`src/sv/assert_macros.svh`:
```
// assertion macros shared by the local window entropy rtl
// no dependencies; included by modules that carry assertions
`ifndef ASSERT_MACROS_SVH
`define ASSERT_MACROS_SVH

// same-cycle implication, disabled while reset is low
`define LWE_ASSERT(lbl, clk, rst_n, ante, cons) \
    lbl: assert property (@(posedge clk) disable iff (!rst_n) (ante) |-> (cons)) \
        else $error("lwe assertion failed");

// next-cycle implication, disabled while reset is low
`define LWE_ASSERT_NEXT(lbl, clk, rst_n, ante, cons) \
    lbl: assert property (@(posedge clk) disable iff (!rst_n) (ante) |=> (cons)) \
        else $error("lwe assertion failed");

`endif

```
`src/sv/lwe_ram.sv`:
```
// generic simple dual port ram, one write and one registered read per cycle
// no dependencies
`timescale 1ns / 1ps

module lwe_ram #(
    parameter int WIDTH = 8,
    parameter int DEPTH = 256
) (
    input  logic                     i_clk,
    input  logic                     i_we,
    input  logic [$clog2(DEPTH)-1:0] i_waddr,
    input  logic [WIDTH-1:0]         i_wdata,
    input  logic [$clog2(DEPTH)-1:0] i_raddr,
    output logic [WIDTH-1:0]         o_rdata
);

    logic [WIDTH-1:0] r_mem [DEPTH];
    logic [WIDTH-1:0] r_rdata;

    always_ff @(posedge i_clk) begin
        if (i_we) begin
            r_mem[i_waddr] <= i_wdata;
        end
        r_rdata <= r_mem[i_raddr];
    end

    assign o_rdata = r_rdata;

endmodule

```
`config.mk`:
```
export PLATFORM = sky130hd
export DESIGN_NAME = lwe_ram
export DESIGN_NICKNAME = d
export VERILOG_FILES = /design/src/sv/assert_macros.svh /design/src/sv/lwe_ram.sv
export SDC_FILE = /design/constraint.sdc
export NUM_CORES = 2
export LEC_CHECK = 0
export BUFFER_PORTS_ARGS = -buffer_cell sky130_fd_sc_hd__buf_2
export CAP_MARGIN = 0
export CORE_ASPECT_RATIO = 0.9
export CORE_MARGIN = 8
export CORE_UTILIZATION = 52
export CTS_CLUSTER_SIZE = 30
export DETAILED_ROUTE_END_ITERATION = 8
export GPL_TIMING_DRIVEN = 0
export PLACE_DENSITY_LB_ADDON = 0.12
export SLEW_MARGIN = 20
export SYNTH_ARGS = -nofsm -noshare
export SYNTH_HDL_FRONTEND = slang
export SYNTH_SLANG_ARGS = --single-unit
```
`constraint.sdc`:
```
create_clock -name i_clk -period 2.65 [get_ports i_clk]
set_input_delay 0.3975 -clock i_clk [delete_from_list [all_inputs] [get_ports i_clk]]
set_output_delay 0.3975 -clock i_clk [all_outputs]
set_load 0.005 [all_outputs]
```
==> qor.csv <==
stage,metric,value,unit
routing,First-pass DRT Iterations,6,
power,Sw Ratio,22.6,%
die,Rows,136,
die,Die X,428,µm
power,worst vdd ir,0.826,mV
critical_path,Arrival @ worst endpoint,3.43,ns
critical_path,CP required,3.11,ns
yosys,number of enable flip-flop cells after synthesis,2048,
critical_path,crit-path max FO,10,
critical_path,Startpoint Class,primary input,
power,Reg power frac,53.3,%
global_routing,initial antenna violation count,16,
timing,Pins Over Slew Limit,0,
placed_design,IO buf count,26,
min_path,Hold WC Path Type,in -> reg,
routing,vias per cell,6.76,
placed_design,DP Wirelength,162000,µm
critical_path,crit-path max cell delay,0.83,ns
timing,Final Skew,0.0402,ns
timing,clock period minus worst slack,2.97,ns
routing,via count,41700,
global_routing,pin count of the biggest net entering global routing,122,
yosys,Post-Synth Simple-Gate Area,2.63,%
critical_path,Setup Crit Path Kind,in -> reg,
run_status,outcome,"complete, but fails checks",
critical_path,"CP delay by family, top",simple AND/OR/NAND/NOR gates,
yosys,top post-synthesis cells by area,"edfxtp_1 (77%), mux4_2 (13%), mux2i_1 (1.7%)",
clock_tree,Root Buffer,clkbuf_16,
timing,Final setup viols,301,
power,clock share of power,40.6,%
clock_tree,TritonCTS clock tree,built,
run,max_cap viols,0,
yosys,post-synthesis sequential area ratio,77.5,%
routing,DR WL/cell,38.9,µm
die,die area,0.166,mm²
critical_path,Critical Path Sink Type,register,
global_routing,Global Route Usage Sum,28.5,%
yosys,Avg Inst Size Synth,21.3,µm²
die,Die Ht,387,µm
routing,DRC,0,
power,Leakage,27.9,nW
yosys,Synth cell types,55,
cells_and_area,Fill cells,10900,
power,internal power,52.1,mW
yosys,Synth async-reset ratio,0,%
yosys,Compound-Gate Fraction of Synth Area,3.42,%
cells_and_area,synth-to-layout area growth,13.7,%
die,starting density of the core,52.2,%
global_routing,number of global-route vias before repair,40100,
timing,Min Hold Slack,0.0797,ns
yosys,main combinational cell family by area after synthesis,multiplexers,
timing,fmax,337,MHz
timing,RSZ-0062 raised after global routing,true,
clock_tree,H-tree levels,4,
routing,remaining antenna violation count after routing,0,
global_routing,GR Overflow Total,0,
timing,fin crit share,112,%
yosys,Netlist Area Pre-Place,0.0796,mm²
power,P_sw,15.2,mW
cells_and_area,Nets,4032,
critical_path,Worst path slowest cell,nor2_1,
timing,setup ws final,-0.317,ns
timing,Worst slew margin,16.7,%
timing,worst slew pin tran,1.25,ns
clock_tree,clk slew on worst S/H paths,0.06,ns
routing,DRT iter0 DRCs,6842,
yosys,Post-Synth Adder-Cell Area,0,%
routing,Total Wirelength,241000,µm
yosys,Cells after Synth,3733,
yosys,most common cell in the netlist,edfxtp_1,
run_status,violated checks,setup timing,
global_routing,first-pass GRT wire length,328000,µm
power,pwr dens,743,mW/mm²
die,area of the core,0.152,mm²
yosys,Seq cells post-synth,2056,
power,Combinational Power Share,6.0,%
clock_tree,clk sinks,2056,
yosys,Synth top cells by count,"edfxtp_1 (2,048), mux4_2 (454), nor2_1 (282), mux2i_1 (134), a22oi_1 (133)",
placed_design,"worst slack, placed",-2.22,ns
yosys,Synthesized Nets,3759,
yosys,XOR/XNOR Fraction of Synth Area,0,%
die,I/O pin count,34,
clock_tree,clk buf depth,3,
critical_path,crit path buf inv count,2,
cells_and_area,share of layout cells above drive strength 1,26.8,%
yosys,Yosys top cell by area,edfxtp_1,
critical_path,Crit path top cell by count,nor2_1,
critical_path,worst-path cell chain,"clkbuf_1, nor2_1, nand4_1, clkbuf_2, nor2_1",
yosys,post-synth top area share,77.3,%
yosys,"Primary FF master, synth",edfxtp_1,
clock_tree,CTS Buf Count,200,
yosys,Synthesis Warnings,0,
yosys,mux share of post-synthesis cell area,14.6,%
placed_design,GPL Wtd Cong,0.924,
timing,final hold vios,0,
clock_tree,"Clk Latency, worst-skew pair",0.84,ns
cell type report:
cell class | count | area, µm² | share of cell area (%)
Antenna cell | 10 | 25.0 | 0.0277
Sequential cell | 2056 | 61700 | 68.2
Multi-Input combinational cell | 1442 | 17200 | 19.1
Inverter | 2 | 7.51 | 0.00830
Timing Repair Buffer | 72 | 1160 | 1.28
Clock inverter | 108 | 931 | 1.03
Tap cell | 2001 | 2500 | 2.77
Buffer | 232 | 1690 | 1.87
Clock buffer | 255 | 5250 | 5.81
worst register-to-register path, delay by kind of cell, from the launching register on:
family,cells,cell delay [ns]
and+or+nand+nor,3,1.07
DFF,1,0.35
muxes,2,1.03
per-layer routing:
metal	vias up	GRT usage [%]	part of all wire, %	wire, µm
met2	2723	42.0	45	108000
met4	0	10.5	4.0	9510
met5	-	0	0	0
met1	22300	41.4	39	94800
met3	455	7.62	12	28800
li1	16300	-	-	-
power by group through the flow:
stage / Clock (mW) / Combinational (mW) / Sequential (mW)
3_3_place_gp: 0 / 3.63 / 36.7
2_1_floorplan: 0 / 1.74 / 36.6
4_1_cts: 27.5 / 3.95 / 35.9
3_5_place_dp: 0 / 3.81 / 36.6
5_1_grt: 28.7 / 4.13 / 35.9
6_report: 27.3 / 4.06 / 35.9
stage by stage:
| stage | cell area, µm² | power [mW] | utilization, % | instances | setup TNS [ns] |
|---|---|---|---|---|---|
| after floorplan | 79600 | 38.3 | - | 3733 | 0 |
| after global placement | 82200 | 40.3 | 54.0 | 5760 | -5817.39 |
| after detailed placement | 83200 | 40.4 | 54.6 | 5794 | -1148.51 |
| after CTS | 90100 | 67.3 | 59.2 | 6168 | -0.00334 |
| after global routing | 90400 | 68.6 | 59.4 | 6171 | -13.92 |
| final | 90500 | 67.3 | 59.4 | 6178 | -33.91 |
registers in the layout (all words and copies together), names as in the netlist:
register,cells
o_rdata,8
r_mem,2048
cell families after synthesis:
logic type             after synthesis
buffers and inverters              235
muxes                              591
DFF                               2056
and+or+nand+nor                    466
AOI/OAI and AO/OA                  385
cell usage in the layout, fill, tap and decap left out, drive strengths merged, types with 14 or more instances in the layout:
master,netlist,layout
nor4,27,27
a211oi,16,16
nor3,22,22
o221ai,47,47
clkbuf,111,366
mux4,456,456
nand3,34,34
buf,122,184
a21oi,96,96
edfxtp,2048,2048
nand2,33,33
o22ai,28,28
nor2,282,282
nor2b,31,31
a221oi,14,14
a22oi,133,133
clkinv,1,88
mux2i,134,134
worst paths after layout:
kind / startpoint / to / slack (ns) / cells after the start
hold / removal: i_wdata[2] / r_mem[100][2]$_DFFE_PP_ / 0.08 / 1
setup / recovery: i_waddr[3] / r_mem[67][2]$_DFFE_PP_ / -0.32 / 5
hold reg to reg: r_mem[32][5]$_DFFE_PP_ / o_rdata[5]$_DFF_P_ / 1.16 / 6
setup reg to reg: r_mem[83][2]$_DFFE_PP_ / o_rdata[2]$_DFF_P_ / 0.05 / 5
what timing repair did:
| item | 4_1_cts | 5_1_grt |
|---|---|---|
| setup buffers | 5 | 0 |
| endpoints found under the hold margin | 208 | 0 |
| pin swaps | 4 | 5 |
| hold buffers | 7 | 0 |
| endpoints found under the setup margin | 219 | 551 |
| resized for setup | 167 | 111 |
No activity file was read; power rests on OpenSTA's default activity.
