`config.mk`:
```
export PLATFORM = sky130hd
export DESIGN_NAME = lwe_div
export DESIGN_NICKNAME = d
export VERILOG_FILES = /design/src/sv/lwe_pkg.sv /design/src/sv/lwe_div.sv
export VERILOG_INCLUDE_DIRS = /design/src /design/src/sv
export SDC_FILE = /design/constraint.sdc
export NUM_CORES = 1
export LEC_CHECK = 0
export ABC_AREA = 1
export BUFFER_PORTS_ARGS = -buffer_cell sky130_fd_sc_hd__buf_2
export CAP_MARGIN = 20
export CORE_ASPECT_RATIO = 1.1
export CORE_MARGIN = 5
export CORE_UTILIZATION = 30
export DETAILED_ROUTE_END_ITERATION = 8
export GPL_TIMING_DRIVEN = 0
export PLACE_DENSITY = 0.47
export SYNTH_ARGS = -nofsm -noshare
export SYNTH_HDL_FRONTEND = slang
export SYNTH_SLANG_ARGS = --single-unit
```
`constraint.sdc`:
```
create_clock -name i_clk -period 5.2 [get_ports i_clk]
set_clock_uncertainty 0.1 [all_clocks]
set_input_delay 0.52 -clock i_clk [delete_from_list [all_inputs] [get_ports i_clk]]
set_output_delay 0.52 -clock i_clk [all_outputs]
set_load 0.01 [all_outputs]
```
`src/sv/assert_macros.svh`:
```
// assertion macros shared by the local window entropy rtl
// no dependencies; included by modules that carry assertions
`ifndef ASSERT_MACROS_SVH
`define ASSERT_MACROS_SVH

// same-cycle implication, disabled while reset is low
`define LWE_ASSERT(lbl, clk, rst_n, ante, cons) \
    lbl: assert property (@(posedge clk) disable iff (!rst_n) (ante) |-> (cons)) \
        else $error("lwe assertion failed");

// next-cycle implication, disabled while reset is low
`define LWE_ASSERT_NEXT(lbl, clk, rst_n, ante, cons) \
    lbl: assert property (@(posedge clk) disable iff (!rst_n) (ante) |=> (cons)) \
        else $error("lwe assertion failed");

`endif

```
`src/sv/lwe_pkg.sv`:
```
// shared constants, register codes and log table functions
// no dependencies; used by the interfaces, divider and top level
`timescale 1ns / 1ps

package lwe_pkg;

    localparam int MAX_WIDTH_DEF = 1024;
    localparam int MAX_HALF_DEF  = 7;
    localparam int BIN_COUNT     = 256;
    localparam int MAX_ROWS      = 1024;

    localparam int PIX_W      = 8;
    localparam int ENT_W      = 16;
    localparam int COORD_W    = 10;
    localparam int ROW_W      = 10;
    localparam int HALF_W     = 3;
    localparam int VAL_W      = 8;
    localparam int DIM_W      = 11;
    localparam int CFG_IDX_W  = 3;
    localparam int CFG_DATA_W = 11;

    localparam int DIV_DW_DEF = 25;
    localparam int DIV_NW_DEF = 8;

    localparam logic [63:0] LN2_Q28 = 64'd186065280;

    typedef enum logic [CFG_IDX_W-1:0] {
        REG_HALF_SIZE    = 3'd0,
        REG_MIN_VALUE    = 3'd1,
        REG_MAX_VALUE    = 3'd2,
        REG_IMAGE_WIDTH  = 3'd3,
        REG_IMAGE_HEIGHT = 3'd4
    } t_reg_idx;

    // natural log in q32 by repeated squaring, evaluated at elaboration only
    function automatic logic [63:0] f_ln_q32(input int unsigned c);
        int unsigned k;
        int          i;
        logic [63:0] x;
        logic [63:0] frac;
        logic [63:0] l2;
        k    = 0;
        frac = 64'd0;
        if (c == 0) begin
            return 64'd0;
        end
        for (i = 0; i < 31; i++) begin
            if ((c >> (k + 1)) != 0) begin
                k++;
            end
        end
        x = 64'(c) << (30 - k);
        for (i = 0; i < 32; i++) begin
            x    = (x * x) >> 30;
            frac = frac << 1;
            if (x >= (64'd1 << 31)) begin
                x    = x >> 1;
                frac = frac | 64'd1;
            end
        end
        l2 = (64'(k) << 32) | frac;
        return (l2 * LN2_Q28 + (64'd1 << 27)) >> 28;
    endfunction

    // c*ln(c) in q13
    function automatic logic [63:0] f_xlogx(input int unsigned c);
        if (c == 0) begin
            return 64'd0;
        end
        return (64'(c) * f_ln_q32(c) + (64'd1 << 18)) >> 19;
    endfunction

    // ln(n) in q13
    function automatic logic [63:0] f_ln_q13(input int unsigned n);
        return (f_ln_q32(n) + (64'd1 << 18)) >> 19;
    endfunction

endpackage

```
`src/sv/lwe_div.sv`:
```
// restoring divider, one quotient bit per cycle
// depends on lwe_pkg for default widths and on assert_macros.svh
`timescale 1ns / 1ps
`include "assert_macros.svh"

module lwe_div #(
    parameter int DW = lwe_pkg::DIV_DW_DEF,
    parameter int NW = lwe_pkg::DIV_NW_DEF
) (
    input  logic          i_clk,
    input  logic          i_rst_n,
    input  logic          i_start,
    input  logic [DW-1:0] i_dividend,
    input  logic [NW-1:0] i_divisor,
    output logic          o_done,
    output logic [DW-1:0] o_quotient
);
    import lwe_pkg::*;

    localparam int CNT_W = $clog2(DW + 1);

    logic             r_busy;
    logic             r_done;
    logic [CNT_W-1:0] r_cnt;
    logic [NW-1:0]    r_rem;
    logic [DW-1:0]    r_quo;
    logic [NW-1:0]    r_div;
    logic [NW:0]      w_trial;
    logic             w_fit;

    assign w_trial = {r_rem, r_quo[DW-1]};
    assign w_fit   = w_trial >= {1'b0, r_div};

    always_ff @(posedge i_clk) begin
        if (!i_rst_n) begin
            r_busy <= 1'b0;
            r_done <= 1'b0;
            r_cnt  <= '0;
        end else begin
            r_done <= 1'b0;
            if (i_start) begin
                r_busy <= 1'b1;
                r_cnt  <= CNT_W'(DW);
            end else if (r_busy) begin
                r_cnt <= r_cnt - 1'b1;
                if (r_cnt == CNT_W'(1)) begin
                    r_busy <= 1'b0;
                    r_done <= 1'b1;
                end
            end
        end
    end

    always_ff @(posedge i_clk) begin
        if (i_start) begin
            r_rem <= '0;
            r_quo <= i_dividend;
            r_div <= i_divisor;
        end else if (r_busy) begin
            r_rem <= w_fit ? NW'(w_trial - {1'b0, r_div}) : w_trial[NW-1:0];
            r_quo <= {r_quo[DW-2:0], w_fit};
        end
    end

    assign o_done     = r_done;
    assign o_quotient = r_quo;

    `LWE_ASSERT(a_done_after_busy, i_clk, i_rst_n, r_done, $past(r_busy))

endmodule

```
==> reports/summary.txt, run 1 <==
Static leakage = 1.56 nW
GP Congestion = 0.812
Fillers = 881
Mapped Nets = 343
Synth Warn # = 0
Max rail drop VDD = 0.000102 V
RSZ-0062 raised after global routing = no
Antenna cells = 0
Power Density = 278 mW/mm^2
Post-synth top flop = edfxtp_1
Setup TNS = 0 ns
Setup Crit Path Kind = in -> reg
Synth area leader = edfxtp_1
Total gr overflow = 0
Die outline area = 0.0102 mm^2
Layout Nets = 411
Period utilisation layout = 46.4%
Crit path max-delay family = buffers and inverters
I/O pin cnt = 62
Effective utilization at floorplan = 31.0%
Worst-Skew Late Latency = 0.29 ns
Syn_area_per_cell = 8.39 um^2
Buffers on Ports = 61
Vias = 2063
Clock root cell = clkbuf_8
Clock buffer depth = 2
WL per Instance = 12.3 um
Slowest cell delay on critical path = 0.81 ns
CP arrival = 2.23 ns
Vias per inst = 4.36
Drt total wl = 5.80 mm
Clock-pin slew on the worst setup and hold paths = 0.08 ns
Initial antenna violation count = 0
Synth unique cells = 33
Synth Cell Area = 0.00248 mm^2
Relative slew margins = 29.9%
M1 WL = 2.66 mm
Dpl cells = 465
Row count = 34
Peak Freq = 0.415 GHz
Crit path buf inv count = 3
TritonCTS clock tree = built
Top Metal Used = met4
Layout cells sized above 1 = 22.2%
Die boundary height = 105 um
Final Max Tran Viols = 0
Critical path, cell by cell = buf_2 > buf_1 > nor2_2 > inv_1
Met3 Routed Length = 280 um
Cells after Synth = 296
Hold_ws = 0.303 ns
Post-synth EDFFs = 33
Commonest non-fill, non-tap cell in the layout = nand2_1
Largest cells by area after synthesis = edfxtp_1, nand2_1, dfxtp_1
Core area = 0.00800 mm^2
Setup bufs post-CTS = 0
Drt pass-1 iters = 4
GRT Total Usage = 11.3%
Largest net degree at the start of global routing = 27
Post-CTS sizing = 0
Die Width = 96.7 um
Vias in the first global route = 2109
Minimum clock period = 2.41 ns
Drt first-iter violations = 59
Remaining antenna violation count = 0
First-pass GRT wire length = 9.63 mm
Final hold viol count = 0
H-tree lvl count = 2
Quantity of hold-fixing buffers added after cts = 0
Layout area overhead = 21.0%
CP required = 5.02 ns
Max-cap violation count = 0
Number of synthesized register bits = 48
Setup crit end kind = flip-flop
Final setup viols = 0
Total CTS buffers = 5
Seq/Total Area, Yosys = 52.0%
HPWL Detailed = 4.39 mm
CTS Sinks = 48
Crit-path slowest cell = inv_1
Met2 Routed Length = 2.80 mm
Startpoint types = input port
Hold Crit Class = in -> reg
Worst-Margin Slew = 1.05 ns
Yosys top cell area share = 39.9%
Status = complete, no violations
Layout Cells excl Fill = 473
Maximum fanout along the worst path = 26
DR DRC count = 0
Post-synth ARST share = 0%
Commonest non-fill, non-tap cells in the layout = nand2_1, buf_2, inv_1, edfxtp_1, nand3_1
==> stage by stage <==
step / power [W] / setup slack [ns] / util [%] / area, um^2
after floorplan: 0.000569 / 3.28 / - / 2480
after global placement: 0.000632 / 2.36 / 36.5 / 2920
after detailed placement: 0.000632 / 2.38 / 36.5 / 2920
after CTS: 0.000850 / 2.69 / 37.6 / 3000
after global routing: 0.000883 / 2.58 / 37.6 / 3000
final: 0.000836 / 2.79 / 37.6 / 3000
==> per-layer routing <==
metal,GRT usage [%],vias up
met3,2.58,6
li1,-,1077
met2,19.8,44
met1,13.5,936
met5,0,-
met4,3.91,0
==> flip-flops by register name (all words and copies together), names as in the netlist <==
signal,cells
o_quotient,25
r_div,8
r_rem,8
r_cnt,5
o_done,1
r_busy,1
==> logic make-up after synthesis <==
kind of cell | after synthesis | synth area share (%)
flip-flops | 48 | 52.0
XOR/XNOR | 4 | 1.41
AO/OA/AOI/OAI | 10 | 2.72
AND/OR/NAND/NOR | 181 | 31.3
adder cells (fa/ha/maj) | 11 | 5.85
buffers and inverters | 42 | 6.75
==> synthesized netlist by cell type, types with 2 or more instances <==
cell,count
nand2_1,130
inv_1,35
edfxtp_1,33
nand3_1,19
dfxtp_1,15
nor2_1,14
ha_1,10
nand3b_1,4
a31oi_1,3
nand4_1,3
xor2_1,3
a21oi_1,2
buf_2,2
clkbuf_1,2
nand2_2,2
or2_2,2
==> worst paths after layout <==
kind	from	endpoint	cells past startpoint	slack, ns
worst min-delay path	i_divisor[6]	r_div[6]	1	0.30
worst max register to register	r_div[4]	r_rem[5]	11	3.27
worst max-delay path	i_start	o_quotient[1]	4	2.79
worst min register to register	r_rem[7]	r_rem[7]	2	0.37
==> where the power goes <==
group	internal (W)	switching, W	leakage, nW
clock network	0.0000947	0.000121	0.0422
registers	0.000447	0.0000186	0.457
logic	0.0000616	0.0000931	1.06
total	0.000603	0.000233	1.56
==> cell type report <==
class	count	area, um^2	area share, %
clock buffers	7	76.3	2.54
multi-input cells	206	1020	34.1
flip-flops and latches	48	1290	43.0
well taps	108	135	4.50
inverters	36	135	4.50
plain buffers	6	32.5	1.08
repair buffers	61	305	10.2
clock inverters	1	5.00	0.167
Note: power is estimated with default switching activity, not from simulation.
==> inputs of run 2 (changes only) <==
Settings changed: ABC_AREA 1 to 0.
Clock period 5.2 ns to 2.35 ns, I/O delays scaled along.
==> reports/summary.txt, run 2 <==
Worst-Margin Slew = 0.574 ns
Synth Warn # = 0
Max-cap violation count = 0
Fillers = 795
Clock buffer depth = 2
Synth Cell Area = 0.00238 mm^2
Area of the multi-input gates = 0.00104 mm^2
Vias = 1787
Number of synthesized register bits = 48
Core area = 0.00783 mm^2
Antenna cells = 0
Syn_area_per_cell = 11.6 um^2
Startpoint types = flip-flop
Drt pass-1 iters = 4
Total gr overflow = 0
Post-synth EDFFs = 33
Finished Core Util = 40.0%
Largest cells by area after synthesis = edfxtp_1, dfxtp_1, mux2_2
Vias per inst = 4.51
Commonest non-fill, non-tap cells in the layout = buf_2, edfxtp_1, mux2_2, nor2_1, nand2_1
Drt first-iter violations = 93
Register area = 0.00129 mm^2
Largest net degree at the start of global routing = 26
Static leakage = 1.29 nW
Mapped Nets = 252
RSZ-0062 raised after global routing = yes
Layout cells sized above 1 = 39.9%
TritonCTS clock tree = built
Clock-pin slew on the worst setup and hold paths = 0.10 ns
Final setup viols = 0
Max rail drop VDD = 0.000324 V
Hold Crit Class = in -> reg
Yosys top cell area share = 41.6%
H-tree lvl count = 2
R2R Setup Slk = 0.02 ns
Synth area leader = edfxtp_1
Status = complete, no violations
CTS Sinks = 48
Cells after Synth = 205
Die outline area = 0.00983 mm^2
Clock root cell = clkbuf_8
Peak Freq = 0.430 GHz
Row count = 34
First-pass GRT wire length = 8.96 mm
GRT Total Usage = 11.7%
Die Width = 95.0 um
Post-synth top flop = edfxtp_1
Synth unique cells = 44
Die boundary height = 104 um
Layout Nets = 334
Total CTS buffers = 5
Drt total wl = 5.40 mm
Minimum clock period = 2.33 ns
DR DRC count = 0
Relative slew margins = 61.7%
Layout area overhead = 31.3%
Dpl cells = 374
Final hold viol count = 0
Commonest non-fill, non-tap cell in the layout = buf_2
Maximum fanout along the worst path = 7
Layout Cells excl Fill = 396
Most frequent cell after synthesis = edfxtp_1
Worst-Skew Late Latency = 0.31 ns
Period utilisation layout = 99.0%
WL per Instance = 13.6 um
GP Congestion = 0.750
HPWL Detailed = 3.88 mm
Seq/Total Area, Yosys = 54.1%
Initial antenna violation count = 0
Setup crit end kind = flip-flop
Remaining antenna violation count = 0
Top post-synthesis cells by count = edfxtp_1, mux2_2, nor2_1
Final Max Tran Viols = 0
CP required = 2.32 ns
Max reg flops = 25
Post-synth ARST share = 0%
Power Density = 693 mW/mm^2
Vias in the first global route = 1794
I/O pin cnt = 62
Setup Crit Path Kind = reg -> reg
Effective utilization at floorplan = 30.5%
CP arrival = 2.29 ns
Buffers on Ports = 61
[run 2: cell count changes after synthesis, sizes merged, moves of 4 or more]
cell	change
o211ai	+5
nand3	-19
mux2	+25
a21oi	+4
nand3b	-5
inv	-21
nor2	+7
nand2b	+4
nand2	-113
[run 2: cell type report]
| class | instances | area share, % |
|---|---|---|
| Sequential cell | 48 | 41.2 |
| Multi-Input combinational cell | 135 | 33.3 |
| Timing Repair Buffer | 74 | 13.5 |
| Tap cell | 108 | 4.31 |
| Clock buffer | 5 | 2.20 |
| Clock inverter | 3 | 2.20 |
| Inverter | 15 | 1.92 |
| Buffer | 7 | 1.12 |
| Timing Repair inverter | 1 | 0.240 |
[run 2: cell families (layout without fill, tap and decap cells)]
logic type / after synthesis / count (layout) / synth area share [%]
adders and majority gates: 11 / 11 / 6.09
muxes: 25 / 25 / 11.8
xor gates and xnor gates: 7 / 7 / 2.57
DFF: 48 / 48 / 54.1
AOI/OAI and AO/OA: 31 / 31 / 9.44
buffers and inverters: 22 / 105 / 3.83
and+or+nand+nor: 61 / 61 / 12.1
[run 2: final timing paths]
kind                   from             to  cells after the start
min reg2reg        r_cnt[1]       r_cnt[1]                      2
min                 i_rst_n       r_cnt[2]                      3
max reg2reg  o_quotient[24]  o_quotient[0]                      8
max          o_quotient[24]  o_quotient[0]                      8
[run 2: per-stage QoR]
stage                     instance area [um^2]  hold slack (ns)  power (W)  setup WS [ns]  TNS (ns)
after CTS                                 3040            0.102    0.00217        0.00476         0
final                                     3130            0.102    0.00217         0.0236         0
after detailed placement                  2830            0.314    0.00142        -0.0793     -1.97
after global routing                      3130           0.0986    0.00229        -0.0931    -0.103
after floorplan                           2380            0.234    0.00128          0.141         0
after global placement                    2830            0.311    0.00142         -0.124     -3.11
[run 2: critical path: stages, from the launching register on]
cell and delay (ns):
edfxtp_1 0.46, inv_2 0.10, ha_4 0.19, nor2b_1 0.11, o21ai_1 0.09, a311o_1 0.35
buf_6 0.14, or2_4 0.27, mux2_4 0.27
[run 2: what timing repair did]
item,4_1_cts,5_1_grt
pin swaps,1,4
cloned,0,1
resized for setup,0,10
hold buffers,8,0
endpoints found under the hold margin,8,0
buffers inserted,0,5
setup endpoints to repair,1,28
[run 2: power breakdown]
group | internal [W] | switching, W
Clock | 0.000429 | 0.000306
Combinational | 0.000197 | 0.000204
Sequential | 0.000992 | 0.0000439
Total | 0.00162 | 0.000554
[run 2: metal layers]
layer	track usage, %	share of wire [%]	up-vias
met5	0	0	-
met4	4.02	1.3	0
met3	4.86	8.3	6
met2	17.0	44	53
met1	15.6	46	824
li1	-	-	904
